$ cat config.mk
export PLATFORM = sky130hd
export DESIGN_NAME = dhcp_option_extractor
export DESIGN_NICKNAME = d
export VERILOG_FILES = /design/src/hdl/dhcp_pkg.sv /design/src/hdl/dhcp_option_extractor.sv
export SDC_FILE = /design/constraint.sdc
export NUM_CORES = 1
export LEC_CHECK = 0
export ABC_AREA = 1
export BUFFER_PORTS_ARGS = -buffer_cell sky130_fd_sc_hd__buf_2
export CORE_MARGIN = 3
export CORE_UTILIZATION = 35
export CTS_BUF_LIST = sky130_fd_sc_hd__clkbuf_4
export DETAILED_ROUTE_END_ITERATION = 16
export SKIP_LAST_GASP = 1
export SLEW_MARGIN = 20
export SYNTH_ARGS = -nofsm -noshare
export SYNTH_HDL_FRONTEND = slang
export SYNTH_SLANG_ARGS = --single-unit
export TNS_END_PERCENT = 100
$ cat constraint.sdc
create_clock -name clk_i -period 13.2 [get_ports clk_i]
set_clock_uncertainty 0.1 [all_clocks]
set_input_delay 0.66 -clock clk_i [delete_from_list [all_inputs] [get_ports clk_i]]
set_output_delay 0.66 -clock clk_i [all_outputs]
set_load 0.05 [all_outputs]
$ cat src/hdl/dhcp_pkg.sv
`default_nettype none

package dhcp_pkg;

  localparam int unsigned ValueBytes = 4;
  localparam int unsigned NumSlots   = 4;

  localparam logic [7:0] CodePad    = 8'd0;
  localparam logic [7:0] CodeMask   = 8'd1;
  localparam logic [7:0] CodeRouter = 8'd3;
  localparam logic [7:0] CodeDns    = 8'd6;
  localparam logic [7:0] CodeServer = 8'd54;
  localparam logic [7:0] CodeEnd    = 8'd255;

  localparam logic [7:0] WantedCodeReset = 8'd53;

  localparam logic [1:0] SlotMask   = 2'd0;
  localparam logic [1:0] SlotRouter = 2'd1;
  localparam logic [1:0] SlotServer = 2'd2;
  localparam logic [1:0] SlotDns    = 2'd3;

  typedef struct packed {
    logic       hit;
    logic [1:0] idx;
  } slot_t;

  // Maps a fixed option code to its capture slot.
  function automatic slot_t known_slot(input logic [7:0] code);
    slot_t s;
    s.hit = 1'b1;
    s.idx = SlotMask;
    unique case (code)
      CodeMask:   s.idx = SlotMask;
      CodeRouter: s.idx = SlotRouter;
      CodeServer: s.idx = SlotServer;
      CodeDns:    s.idx = SlotDns;
      default:    s.hit = 1'b0;
    endcase
    return s;
  endfunction

endpackage

`default_nettype wire

$ cat src/hdl/dhcp_option_extractor.sv
// Channel | Direction | Handshake            | Payload
// input   | in        | in_valid_i/in_ready_o | data_byte_i, last_byte_i
// result  | out       | out_valid_o/out_ready_i | captured values, flags, lengths
// config  | in        | wanted_code_we_i      | wanted_code_i
//
// One byte is accepted per cycle unless stalled; the parse state updates in the
// same cycle. The result is valid in the cycle after the last byte is accepted.
// The result register holds one word; input stalls only while it is full and
// not taken. Reset clears the parse state and sets the wanted code to 53.
`default_nettype none

module dhcp_option_extractor
  import dhcp_pkg::*;
(
  input  wire logic        clk_i,
  input  wire logic        rst_ni,
  input  wire logic        wanted_code_we_i,
  input  wire logic [7:0]  wanted_code_i,
  input  wire logic        in_valid_i,
  output logic             in_ready_o,
  input  wire logic [7:0]  data_byte_i,
  input  wire logic        last_byte_i,
  output logic             out_valid_o,
  input  wire logic        out_ready_i,
  output logic [31:0]      subnet_mask_o,
  output logic [31:0]      router_address_o,
  output logic [31:0]      server_address_o,
  output logic [31:0]      dns_address_o,
  output logic [3:0]       found_flags_o,
  output logic             wanted_found_o,
  output logic [31:0]      wanted_value_o,
  output logic [7:0]       wanted_length_o,
  output logic             end_seen_o,
  output logic             truncated_o
);

  localparam logic [1:0] PhCode  = 2'd0;
  localparam logic [1:0] PhLen   = 2'd1;
  localparam logic [1:0] PhValue = 2'd2;
  localparam logic [1:0] PhDone  = 2'd3;

  localparam logic [2:0] VidxMax  = 3'(ValueBytes);
  localparam logic [2:0] VidxLast = 3'(ValueBytes - 1);
  localparam logic [7:0] MinLen   = 8'(ValueBytes);

  logic [7:0]  wanted_code_q;
  logic [1:0]  phase_q, phase_n, phase_d;
  logic [7:0]  code_q, code_n, code_d;
  logic [7:0]  left_q, left_n, left_d;
  logic [2:0]  vidx_q, vidx_n, vidx_d;
  logic [31:0] acc_q, acc_n, acc_d;
  logic [31:0] cap_q [NumSlots];
  logic [31:0] cap_n [NumSlots];
  logic [31:0] cap_d [NumSlots];
  logic [3:0]  seen_q, seen_n, seen_d;
  logic [31:0] wcap_q, wcap_n, wcap_d;
  logic        wseen_q, wseen_n, wseen_d;
  logic [7:0]  wlen_q, wlen_n, wlen_d;
  logic        wact_q, wact_n, wact_d;
  logic        out_valid_q;
  logic        in_acc;
  logic        last_acc;
  logic [7:0]  total;
  logic [7:0]  left_dec;
  slot_t       slot;

  assign in_ready_o = !out_valid_q || out_ready_i;
  assign in_acc     = in_valid_i && in_ready_o;
  assign last_acc   = in_acc && last_byte_i;
  assign slot       = known_slot(code_q);
  assign left_dec   = (left_q != 8'd0) ? left_q - 8'd1 : left_q;

  always_comb begin
    phase_n = phase_q;
    code_n  = code_q;
    left_n  = left_q;
    vidx_n  = vidx_q;
    acc_n   = acc_q;
    cap_n   = cap_q;
    seen_n  = seen_q;
    wcap_n  = wcap_q;
    wseen_n = wseen_q;
    wlen_n  = wlen_q;
    wact_n  = wact_q;
    total   = data_byte_i;
    if (slot.hit && data_byte_i < MinLen) begin
      total = MinLen;
    end
    unique case (phase_q)
      PhCode: begin
        if (data_byte_i == CodeEnd) begin
          phase_n = PhDone;
        end else if (data_byte_i != CodePad) begin
          code_n  = data_byte_i;
          phase_n = PhLen;
        end
      end
      PhLen: begin
        wact_n = 1'b0;
        if (code_q == wanted_code_q && !wseen_q) begin
          wseen_n = 1'b1;
          wlen_n  = data_byte_i;
          wcap_n  = '0;
          wact_n  = (total != 8'd0);
        end
        acc_n   = '0;
        vidx_n  = '0;
        left_n  = total;
        phase_n = (total == 8'd0) ? PhCode : PhValue;
      end
      PhValue: begin
        if (vidx_q < VidxMax) begin
          if (slot.hit) begin
            acc_n = {acc_q[23:0], data_byte_i};
            if (vidx_q == VidxLast) begin
              cap_n[slot.idx]  = acc_n;
              seen_n[slot.idx] = 1'b1;
            end
          end
          if (wact_q && {5'd0, vidx_q} < wlen_q) begin
            wcap_n = {wcap_q[23:0], data_byte_i};
          end
          vidx_n = vidx_q + 3'd1;
        end
        left_n = left_dec;
        if (left_dec == 8'd0) begin
          phase_n = PhCode;
          wact_n  = 1'b0;
        end
      end
      PhDone: begin
        phase_n = PhDone;
      end
      default: phase_n = PhCode;
    endcase
  end

  always_comb begin
    phase_d = phase_n;
    code_d  = code_n;
    left_d  = left_n;
    vidx_d  = vidx_n;
    acc_d   = acc_n;
    cap_d   = cap_n;
    seen_d  = seen_n;
    wcap_d  = wcap_n;
    wseen_d = wseen_n;
    wlen_d  = wlen_n;
    wact_d  = wact_n;
    if (last_byte_i) begin
      phase_d = PhCode;
      code_d  = '0;
      left_d  = '0;
      vidx_d  = '0;
      acc_d   = '0;
      for (int i = 0; i < NumSlots; i++) begin
        cap_d[i] = '0;
      end
      seen_d  = '0;
      wcap_d  = '0;
      wseen_d = 1'b0;
      wlen_d  = '0;
      wact_d  = 1'b0;
    end
  end

  always_ff @(posedge clk_i or negedge rst_ni) begin
    if (!rst_ni) begin
      wanted_code_q <= WantedCodeReset;
    end else if (wanted_code_we_i) begin
      wanted_code_q <= wanted_code_i;
    end
  end

  always_ff @(posedge clk_i or negedge rst_ni) begin
    if (!rst_ni) begin
      phase_q <= PhCode;
      code_q  <= '0;
      left_q  <= '0;
      vidx_q  <= '0;
      acc_q   <= '0;
      for (int i = 0; i < NumSlots; i++) begin
        cap_q[i] <= '0;
      end
      seen_q  <= '0;
      wcap_q  <= '0;
      wseen_q <= 1'b0;
      wlen_q  <= '0;
      wact_q  <= 1'b0;
    end else if (in_acc) begin
      phase_q <= phase_d;
      code_q  <= code_d;
      left_q  <= left_d;
      vidx_q  <= vidx_d;
      acc_q   <= acc_d;
      cap_q   <= cap_d;
      seen_q  <= seen_d;
      wcap_q  <= wcap_d;
      wseen_q <= wseen_d;
      wlen_q  <= wlen_d;
      wact_q  <= wact_d;
    end
  end

  always_ff @(posedge clk_i or negedge rst_ni) begin
    if (!rst_ni) begin
      out_valid_q <= 1'b0;
    end else if (last_acc) begin
      out_valid_q <= 1'b1;
    end else if (out_ready_i) begin
      out_valid_q <= 1'b0;
    end
  end

  always_ff @(posedge clk_i) begin
    if (last_acc) begin
      subnet_mask_o    <= cap_n[SlotMask];
      router_address_o <= cap_n[SlotRouter];
      server_address_o <= cap_n[SlotServer];
      dns_address_o    <= cap_n[SlotDns];
      found_flags_o    <= seen_n;
      wanted_found_o   <= wseen_n;
      wanted_value_o   <= wcap_n;
      wanted_length_o  <= wlen_n;
      end_seen_o       <= (phase_n == PhDone);
      truncated_o      <= (phase_n == PhLen) || (phase_n == PhValue);
    end
  end

  assign out_valid_o = out_valid_q;

  a_result_follows_last: assert property (@(posedge clk_i) disable iff (!rst_ni)
    last_acc |=> out_valid_o)
    else $error("result word missing after last byte");

  a_state_cleared: assert property (@(posedge clk_i) disable iff (!rst_ni)
    last_acc |=> (phase_q == PhCode && seen_q == 4'd0 && !wseen_q && !wact_q))
    else $error("parse state not cleared after last byte");

  a_vidx_range: assert property (@(posedge clk_i) disable iff (!rst_ni)
    vidx_q <= VidxMax)
    else $error("value index out of range");

  a_value_has_bytes: assert property (@(posedge clk_i) disable iff (!rst_ni)
    phase_q == PhValue |-> left_q != 8'd0)
    else $error("value phase with no bytes left");

  a_wanted_consistent: assert property (@(posedge clk_i) disable iff (!rst_ni)
    (out_valid_o && !wanted_found_o) |-> (wanted_value_o == 32'd0 && wanted_length_o == 8'd0))
    else $error("wanted value reported without wanted option");

endmodule

`default_nettype wire
== Word-level counts from Yosys, hierarchy flattened ==
Cells that the tools add are included.

* Multiply operators: 0
* Bitwise gates (word level): 2
* Reduce and logical (&&, ||, !) cells: 27
* Divide/modulo/power cells: 0
* Shift operators: 0
* Muxes and demuxes: 55
* Add/subtract/negate cells: 2
* Equal/unequal tests: 17
* $lt $le $gt $ge: 7

{| class="wikitable"
|+ Operator list
! kind !! number
|-
| $mux W128 || 5
|-
| $mux W32 || 5
|-
| $bwmux W128 || 1
|-
| $mux W8 || 10
|-
| $mux W24 || 3
|-
| $demux W32 S2 || 1
|-
| $pmux W32 S2 || 1
|-
| $pmux W24 S2 || 1
|-
| $reduce_bool A8 Y1 || 3
|-
| $mux W4 || 5
|-
| $logic_not A8 Y1 || 2
|-
| $pmux W8 S2 || 1
|-
| $mux W1 || 10
|-
| $mux W2 || 5
|-
| $ne A3 B3 Y1 const B || 3
|-
| $eq A2 B2 Y1 const B || 4
|-
| $eq A8 B1 Y1 const B || 1
|-
| $eq A8 B2 Y1 const B || 1
|-
| $eq A8 B3 Y1 const B || 1
|-
| $eq A8 B6 Y1 const B || 1
|-
| $eq A8 B8 Y1 || 1
|-
| $eq A8 B8 Y1 const B || 1
|-
| $lt A3 B8 Y1 || 1
|-
| $lt A8 B3 Y1 const B || 1
|-
| other kinds (28) || 42
|}

* Output and inout port bits: 177
* Bits in latches: 0
* Bits of input ports: 22
* ROM bits: 0
* Word-level logic and storage cells: 136
* Memories kept: 0
* Register bits after elaboration: 403
* Memory bits (writable): 0

== Logic depth before layout (Yosys ltp) ==
Gate-level depths: netlist of run 1.

* Depth in word-level cells: 13
* Gate-level depth with buffers: 14
* Mapped depth without buffers: 14

== Least setup slack after synthesis of run 1 ==
OpenSTA, ideal clock, no wires.

* Path kind: input to register
* Start: input port out_ready_i
* End: register seen_q[0]
* Data required time: 12962 ps
* Library setup time: 138 ps
* Path buffers: 1
* Stages: 8
* Setup slack: 3152 ps
* Arrival: 9810 ps
* Cells stage by stage: inv_1 nand2_1 nand2_1 clkbuf_1 nor2_1 inv_1 o21ai_0 a21oi_1

* Word-level cells in the longest chain between the ends: 2

{| class="wikitable"
|+ RTL lines
! element !! line !! RTL
|-
| start: declaration || dhcp_option_extractor.sv:24 || <nowiki>input wire logic out_ready_i,</nowiki>
|-
| $logic_or A1 B1 Y1 || dhcp_option_extractor.sv:67 || <nowiki>assign in_ready_o = !out_valid_q || out_ready_i;</nowiki>
|-
| via in_ready_o || dhcp_option_extractor.sv:20 || <nowiki>output logic in_ready_o,</nowiki>
|-
| $logic_and A1 B1 Y1 || dhcp_option_extractor.sv:68 || <nowiki>assign in_acc = in_valid_i && in_ready_o;</nowiki>
|-
| end signal: assignment || dhcp_option_extractor.sv:197 || <nowiki>seen_q <= seen_d;</nowiki>
|-
| end: declaration || dhcp_option_extractor.sv:55 || <nowiki>logic [3:0] seen_q, seen_n, seen_d;</nowiki>
|}

The timed path passes the listed nets, and every way through them passes these cells.
A chain may end at the register's enable or synchronous reset.

== Worst setup path after layout of run 1 ==
* Start: register phase_q[0]
* End: register acc_q[8]

* Word-level cells in the longest chain between the ends: 3
* Elaborated cells between the ends (all ways): 8
* Those cells by class: eq/ne (4); mux (2); reduce/logical (2)

{| class="wikitable"
|+ RTL lines
! element !! line !! RTL
|-
| start: declaration || dhcp_option_extractor.sv:47 || <nowiki>logic [1:0] phase_q, phase_n, phase_d;</nowiki>
|-
| start signal: assignment || dhcp_option_extractor.sv:177 || <nowiki>phase_q <= PhCode;</nowiki>
|-
| start signal: assignment || dhcp_option_extractor.sv:191 || <nowiki>phase_q <= phase_d;</nowiki>
|-
| $eq A2 B2 Y1 or $eq A2 B1 Y1 (tied branches) || dhcp_option_extractor.sv:89 || <nowiki>unique case (phase_q)</nowiki>
|-
| $ne A3 B3 Y1 (no source line), or another cell as far along || - ||
|-
| $reduce_and A4 Y1 (no source line) or $mux W24 (tied branches) || - ||
|-
| end signal: assignment || dhcp_option_extractor.sv:181 || <nowiki>acc_q <= '0;</nowiki>
|-
| end signal: assignment || dhcp_option_extractor.sv:195 || <nowiki>acc_q <= acc_d;</nowiki>
|-
| end: declaration || dhcp_option_extractor.sv:51 || <nowiki>logic [31:0] acc_q, acc_n, acc_d;</nowiki>
|}

Parallel ways exist; a longest one is shown, timed or not.

==> impl_results.md, run 1 <==
- Final wirelength: 49.1 mm
- Core ar.: 51500 sq um
- Adder-Cell Fraction of Synth Area: 0.00684
- Register Area: 11000 sq um
- Post-Syn Area per Cell: 9.09 sq um
- Nets: 2278
- Main area contributors after synthesis: dfrtp_1, edfxtp_1, nand2_1
- Synth Instances: 2014
- CP Class: reg2reg
- Die outline height: 235 um
- Fin crit period: 3.34 ns
- IO Port Bufs: 198
- Synth cell types: 39
- Hold crit path type: in2reg
- Compound-cell area share of the yosys netlist: 0.125
- Overflow after GRT: 0
- Placed cells: 2798
- Via-to-Cell Ratio: 4.84
- # clock sinks: 403
- Hold Vio Cnt, Final: 0
- Area post-placement: 19800 sq um
- Finish-stage setup viols: 0
- Setup TNS Final: 0 ns
- Maxcap violations: 0
- Worst-path clk slew: 0.06 ns
- Critical Path Start Type: flop
- Power density cells: 155 nW/um^2
- Synth-to-Final Area Change: 16.9%
- DP HPWL: 30.0 mm
- H-Tree Depth: 3
- WL per Instance: 16.2 um
- GP Congestion: 0.795
- Number of flops mapped to enable cells by yosys: 175
- DRC viols: 0
- Max Transition Viols Final: 0
- Total power: 3310 uW
- Largest family of logic cells by synthesized area: simple AND/OR/NAND/NOR gates
- Crit path top cell by count: buf_4
- Post-synthesis instance area: 18300 sq um
- Syn Nets: 2046
- Post-DRT Antenna Nets: 0
- Simple-gate share of the synthesized area: 0.148
- Vias: 14626
- Post-synth top cells: nand2_1, inv_1, dfrtp_1
- IO Pins: 199
- CTS tree: built
- Top-area cell type share of the netlist area: 0.306
- Outcome: complete, no violations
- Clk root buf: clkbuf_4
- Vias in the first global route: 14304
- Initial DRC count: 1211
- Initial Util: 0.355
- Antenna violations before repair: 2
- Cell row count: 83
- Most numerous cell in the Yosys netlist: nand2_1
- Layout Cell Area excl Fill: 21400 sq um
- Crit-path slowest cell: nor2_2
- Largest area contributor in the netlist: dfrtp_1
- WHS: 0.0959 ns
- Share of cells above drive strength 1: 0.187
- Final Non-Filler Cells: 3024
- Full die area: 55100 sq um
- Measured slew at the worst slew-check pin: 1.10 ns
- Postcts setup bufs: 0
- Mux contribution to synthesized area: 0.00246
- Fill cells: 5146
- CTS Buf Count: 111
- Synth warn: 0
- Async set or reset register ratio after synthesis: 0.566
- First-pass GRT wire length: 78.0 mm
- Multi-input gate area: 5260 sq um
- RSZ-0062 raised after global routing: false
- Post-synth top flop: dfrtp_1
- Period utilization: 0.253
- Post-synthesis sequential area ratio: 0.599
- Clock Path Buffers: 3
- CP cell instances: inv_1 > ha_2 > buf_4 > clkinv_2 > nor2_2 > a211oi_4 > o31ai_4 > buf_4 > o21ai_0
- Crit-path max FO: 55
- Seq cells post-synth: 403
- VDD IR max: 0.0849 mV
- Total GRT Usage: 0.176
- Die Span X: 235 um
- XOR/XNOR share of the synthesized area: 0.00239
- Largest net degree at the start of global routing: 151
- DR pass1 iterations: 8
- Max stage delay on crit path: 0.75 ns
- Endpoint class of the critical path: flop
- Max transition margin: 0.264
- Fmax: 0.300 GHz
- Worst Path Arrival: 3.93 ns
- Leak pwr: 0.0115 uW
- Worst skew pair latency: 0.86 ns
- WP data required: 13.79 ns
==> power breakdown <==
group / internal (uW) / switching [uW]
registers: 1410 / 66.3
logic: 177 / 510
clock network: 599 / 543
total: 2190 / 1120
==> sequential cells by signal, summed over array words and instances (netlist names), 2 cells and up <==
name,flops
cap_q,128
phase_q,2
wanted_code_q,8
vidx_q,3
found_flags_o,4
wanted_value_o,32
code_q,8
wcap_q,32
server_address_o,32
subnet_mask_o,32
dns_address_o,32
router_address_o,32
wanted_length_o,8
left_q,8
acc_q,24
wlen_q,8
seen_q,4
==> final cells by class <==
class	count	area share
inverters	415	0.0731
multi-input cells	1085	0.246
clock inverters	36	0.00766
flip-flops and latches	403	0.512
diodes	2	0.000234
repair buffers	230	0.0605
clock buffers	173	0.0607
well taps	680	0.0398
==> per-stage QoR <==
stage / worst slack, ns / util
4_1_cts: 9.82 / 0.415
2_1_floorplan: 3.15 / -
6_report: 9.86 / 0.415
5_1_grt: 9.48 / 0.415
3_5_place_dp: 9.50 / 0.384
3_3_place_gp: 9.51 / 0.384
==> kinds of logic after synthesis <==
logic type	Yosys count
buffers and inverters	526
flip-flops	403
AND/OR/NAND/NOR	658
multiplexers	4
AO/OA/AOI/OAI	408
XOR/XNOR	5
adder cells (fa/ha/maj)	10
==> layout by cell type, fill, tap and decap left out, types with 3 or more instances in the layout <==
cell and count:
nor2_1 53, dfstp_2 4, o31ai_1 8, o22ai_1 132
o21a_1 8, o21ai_1 124, nand2_2 6, nand2_1 439
xor2_1 3, o21ai_0 51, nor3_1 3, clkinv_2 8
dlygate4sd3_1 15, inv_1 410, mux2_2 4, clkbuf_4 173
a21oi_1 78, buf_4 15, ha_1 9, dfrtp_1 224
buf_2 197, edfxtp_1 175, inv_2 4, nor3_2 4
nand3_1 134, nand4_1 6, clkinv_1 23, nor2_2 6
==> what timing repair did <==
| action | in CTS | in global routing |
|---|---|---|
| hold endpoints to repair | 123 | 0 |
| hold buffers | 15 | 0 |
| resized for setup | 0 | 0 |
==> per-layer routing <==
layer  GRT usage  up-vias  wire length (um)
met4      0.0566        0              1090
met5           0        -                 0
met1       0.236     6970             21800
met3      0.0444       94              3080
met2       0.281      468             23200
li1            -     7094                 -
==> final timing paths <==
| check | slack (ns) | cells past startpoint | from | end |
|---|---|---|---|---|
| min in group asynchronous | 0.42 | 2 | rst_ni | wcap_q[20]$_DFFE_PN0P_ |
| worst max register to register | 9.86 | 9 | phase_q[0]$_DFFE_PN0P_ | acc_q[8]$_DFFE_PN0P_ |
| worst min-delay path | 0.1 | 2 | wanted_code_we_i | wanted_code_q[3]$_DFFE_PN0P_ |
| worst min register to register | 0.39 | 2 | wlen_q[2]$_DFFE_PN0P_ | wlen_q[2]$_DFFE_PN0P_ |
| max in group asynchronous | 10.96 | 3 | rst_ni | cap_q[88]$_DFFE_PN0P_ |
| worst max-delay path | 9.86 | 9 | phase_q[0]$_DFFE_PN0P_ | acc_q[8]$_DFFE_PN0P_ |
==> worst max-delay path: cells and delay by family (launching register included) <==
kind            cells  cell delay (ns)
flops               1             0.40
simple gates        1             0.75
fa+ha+maj           1             0.18
buf+inv             4             1.32
compound gates      3             0.45
No activity file was read; power rests on OpenSTA's default activity.
==> run 2, diff against run 1 <==
- clock period: 13.2 -> 3.2 ns (I/O delays scaled with it)
==> impl_results.md, run 2 (synthesized netlist as in run 1, its figures left out) <==
- Hold crit path type: in2reg
- Busiest grt layer: met2
- DP HPWL: 30.1 mm (+0.29%)
- Pre-CTS WS: 0.465 ns (-9.04 ns)
- Crit-path slowest cell: buf_4
- VDD IR max: 0.390 mV (+360%)
- Reg-to-Reg End: acc_q[22]$_DFFE_PN0P_
- Final Non-Filler Cells: 3058 (+1.1%)
- GP Congestion: 0.784 (-1.3%)
- CP cell instances: inv_1 > ha_2 > buf_4 > clkinv_2 > nor2_2 > a211oi_4 > o31ai_4 > buf_4 > o21ai_0
- Post-layout util: 0.427 (+0.0111)
- Hold path depth: 5 (+3)
- Clock Path Buffers: 3 (unchanged)
- CP top delay family: buffers and inverters
- RSZ-0062 raised after global routing: false
- CP Class: reg2reg
- Vias: 14809 (+1.3%)
- Crit-path max FO: 54 (-1.8%)
- Post-DRT Antenna Nets: 0 (unchanged)
- Placed cells: 2808 (+0.36%)
- IO Pins: 199 (unchanged)
- Power density cells: 635 nW/um^2 (+310%)
- WP data required: 3.78 ns (-10.01 ns)
- WL per Instance: 16.2 um (-0.13%)
- Worst-path clk slew: 0.07 ns (about the same)
- IO Port Bufs: 198 (unchanged)
- Outcome: complete, no violations
- Endpoint class of the critical path: flop
- Die Span X: 235 um (unchanged)
- Via-to-Cell Ratio: 4.84 (+0.13%)
- Total power: 14000 uW (+320%)
- Max reg flops: 128 (unchanged)
- Register with the most flip-flops: cap_q
- Commonest non-fill, non-tap cell in the layout: nand2_1
- Initial DRC count: 1221 (+0.83%)
- Final setup margin: 0.377 ns (-9.48 ns)
- Reg2Reg Depth: 9 (unchanged)
- Clk root buf: clkbuf_4
- Total GRT Usage: 0.177 (+0.00139)
- Period utilization: 0.882 (+0.629)
- Final wirelength: 49.6 mm (+0.99%)
- Worst skew pair latency: 0.86 ns (about the same)
- Critical path buffers and inverters: 4 (unchanged)
- DR pass1 iterations: 7 (-1)
- CTS tree: built
- Share of cells above drive strength 1: 0.190 (+0.00322)
- # clock sinks: 403 (unchanged)
- Post_cts resized: 0 (unchanged)
- First-pass GRT wire length: 78.6 mm (+0.73%)
- Synth-to-Final Area Change: 20.0%
- Fmax: 0.354 GHz (+18%)
- DRC viols: 0 (unchanged)
- Max transition margin: 0.493 (+0.228)
- Max stage delay on crit path: 0.52 ns (-0.23 ns)
- Die outline height: 235 um (unchanged)
- Largest net degree at the start of global routing: 133 (-12%)
- Max Transition Viols Final: 0 (unchanged)
- Crit path top cell by count: buf_4
- Finish-stage setup viols: 0 (unchanged)
- Hold Vio Cnt, Final: 0 (unchanged)
- Leak pwr: 0.0118 uW (+2.1%)
- Core ar.: 51500 sq um (unchanged)
- Maxcap violations: 0 (unchanged)
- Reg2Reg Setup Slack: 0.38 ns (-9.48 ns)
- CTS Buf Count: 108 (-2.7%)
- Hold_sp: out_ready_i
- GR met3 Demand/Resource: 0.0378 (-0.00657)
- WHS Endpoint: out_valid_o$_DFFE_PN0P_
- Fin crit period: 2.82 ns (-0.516 ns)
- Antenna violations before repair: 1 (-1)
- Commonest cells after routing, fill and taps aside: nand2_1, inv_1, dfrtp_1, buf_2, clkbuf_4
- Overflow after GRT: 0 (unchanged)
- Postcts setup bufs: 0 (unchanged)
- Vias in the first global route: 14296 (-0.056%)
- Measured slew at the worst slew-check pin: 0.761 ns (-0.343 ns)
- Met1 Use GR: 0.238 (+0.00240)
- # hold bufs at CTS: 44 (+29)
- Initial Util: 0.355 (unchanged)
- Worst Path Arrival: 3.40 ns (-0.53 ns)
- Met2 Track Usage GR: 0.286 (+0.00523)
- Critical Path Start Type: flop
- Full die area: 55100 sq um (unchanged)
- Nets: 2314 (+1.6%)
- Worst r2r src: phase_q[0]$_DFFE_PN0P_
- Cell row count: 83 (unchanged)
- H-Tree Depth: 3 (unchanged)
-- run 2: changes by cell type in the layout (fill, tap and decap cells not counted), moves of 2 or more --
| cell | delta |
|---|---|
| buf_12 | +9 |
| buf_4 | +2 |
| bufinv_16 | +2 |
| clkbuf_4 | +7 |
| clkinv_1 | -9 |
| clkinv_2 | -4 |
| clkinvlp_4 | +2 |
| dlygate4sd3_1 | +28 |
| inv_2 | -3 |
| nand2_2 | -2 |
| nand2_8 | +2 |
-- run 2: layout make-up --
class,instances,area [sq um]
well taps,680,851
multi-input cells,1085,5280
clock buffers,180,1350
diodes,2,5.00
fillers,5148,29500
repair buffers,269,1790
inverters,415,1560
flip-flops and latches,403,11000
clock inverters,24,169
-- run 2: how the worst max path moves through the flow --
| stage | to | start | slack (ns) | cells after the start |
|---|---|---|---|---|
| final | acc_q[22]$_DFFE_PN0P_ | phase_q[0]$_DFFE_PN0P_ | 0.38 | 9 |
| after global routing | acc_q[22]$_DFFE_PN0P_ | phase_q[0]$_DFFE_PN0P_ | 0.22 | 10 |
| after CTS | acc_q[22]$_DFFE_PN0P_ | phase_q[0]$_DFFE_PN0P_ | 0.44 | 9 |
| after detailed placement | acc_q[6]$_DFFE_PN0P_ | phase_q[0]$_DFFE_PN0P_ | 0.46 | 9 |
| after global placement | acc_q[21]$_DFFE_PN0P_ | phase_q[0]$_DFFE_PN0P_ | 0.58 | 9 |
| after floorplan | seen_q[1]$_DFFE_PN0P_ | out_valid_o$_DFFE_PN0P_ | -1.04 | 7 |
-- run 2: worst reg2reg max path, cell delays in order, from the launching register on --
cell and delay [ns]:
dfrtp_1 0.41, inv_1 0.14, ha_2 0.19, buf_4 0.52
clkinv_2 0.32, nor2_2 0.24, a211oi_4 0.12, o31ai_4 0.07
buf_4 0.39, o21ai_0 0.13
-- run 2: through the flow --
stage                     setup TNS (ns)  hold WS [ns]  area (sq um)
after floorplan                  -153.57        -0.236         18400
after global placement                 0        0.0801         20000
after detailed placement               0        0.0833         20000
after CTS                              0       0.00446         22000
after global routing                   0        0.0843         22000
final                                  0        0.0946         22000
-- run 2: metal layers --
metal | share of wire | wire length, um
met1 | 0.44 | 21700
met4 | 0.020 | 1010
met3 | 0.062 | 3100
met5 | 0 | 0
met2 | 0.48 | 23700
-- run 2: where the power goes --
part	switching, uW	total (uW)	internal [uW]
Combinational	2120	2910	791
Sequential	283	6110	5830
Clock	2220	4920	2700
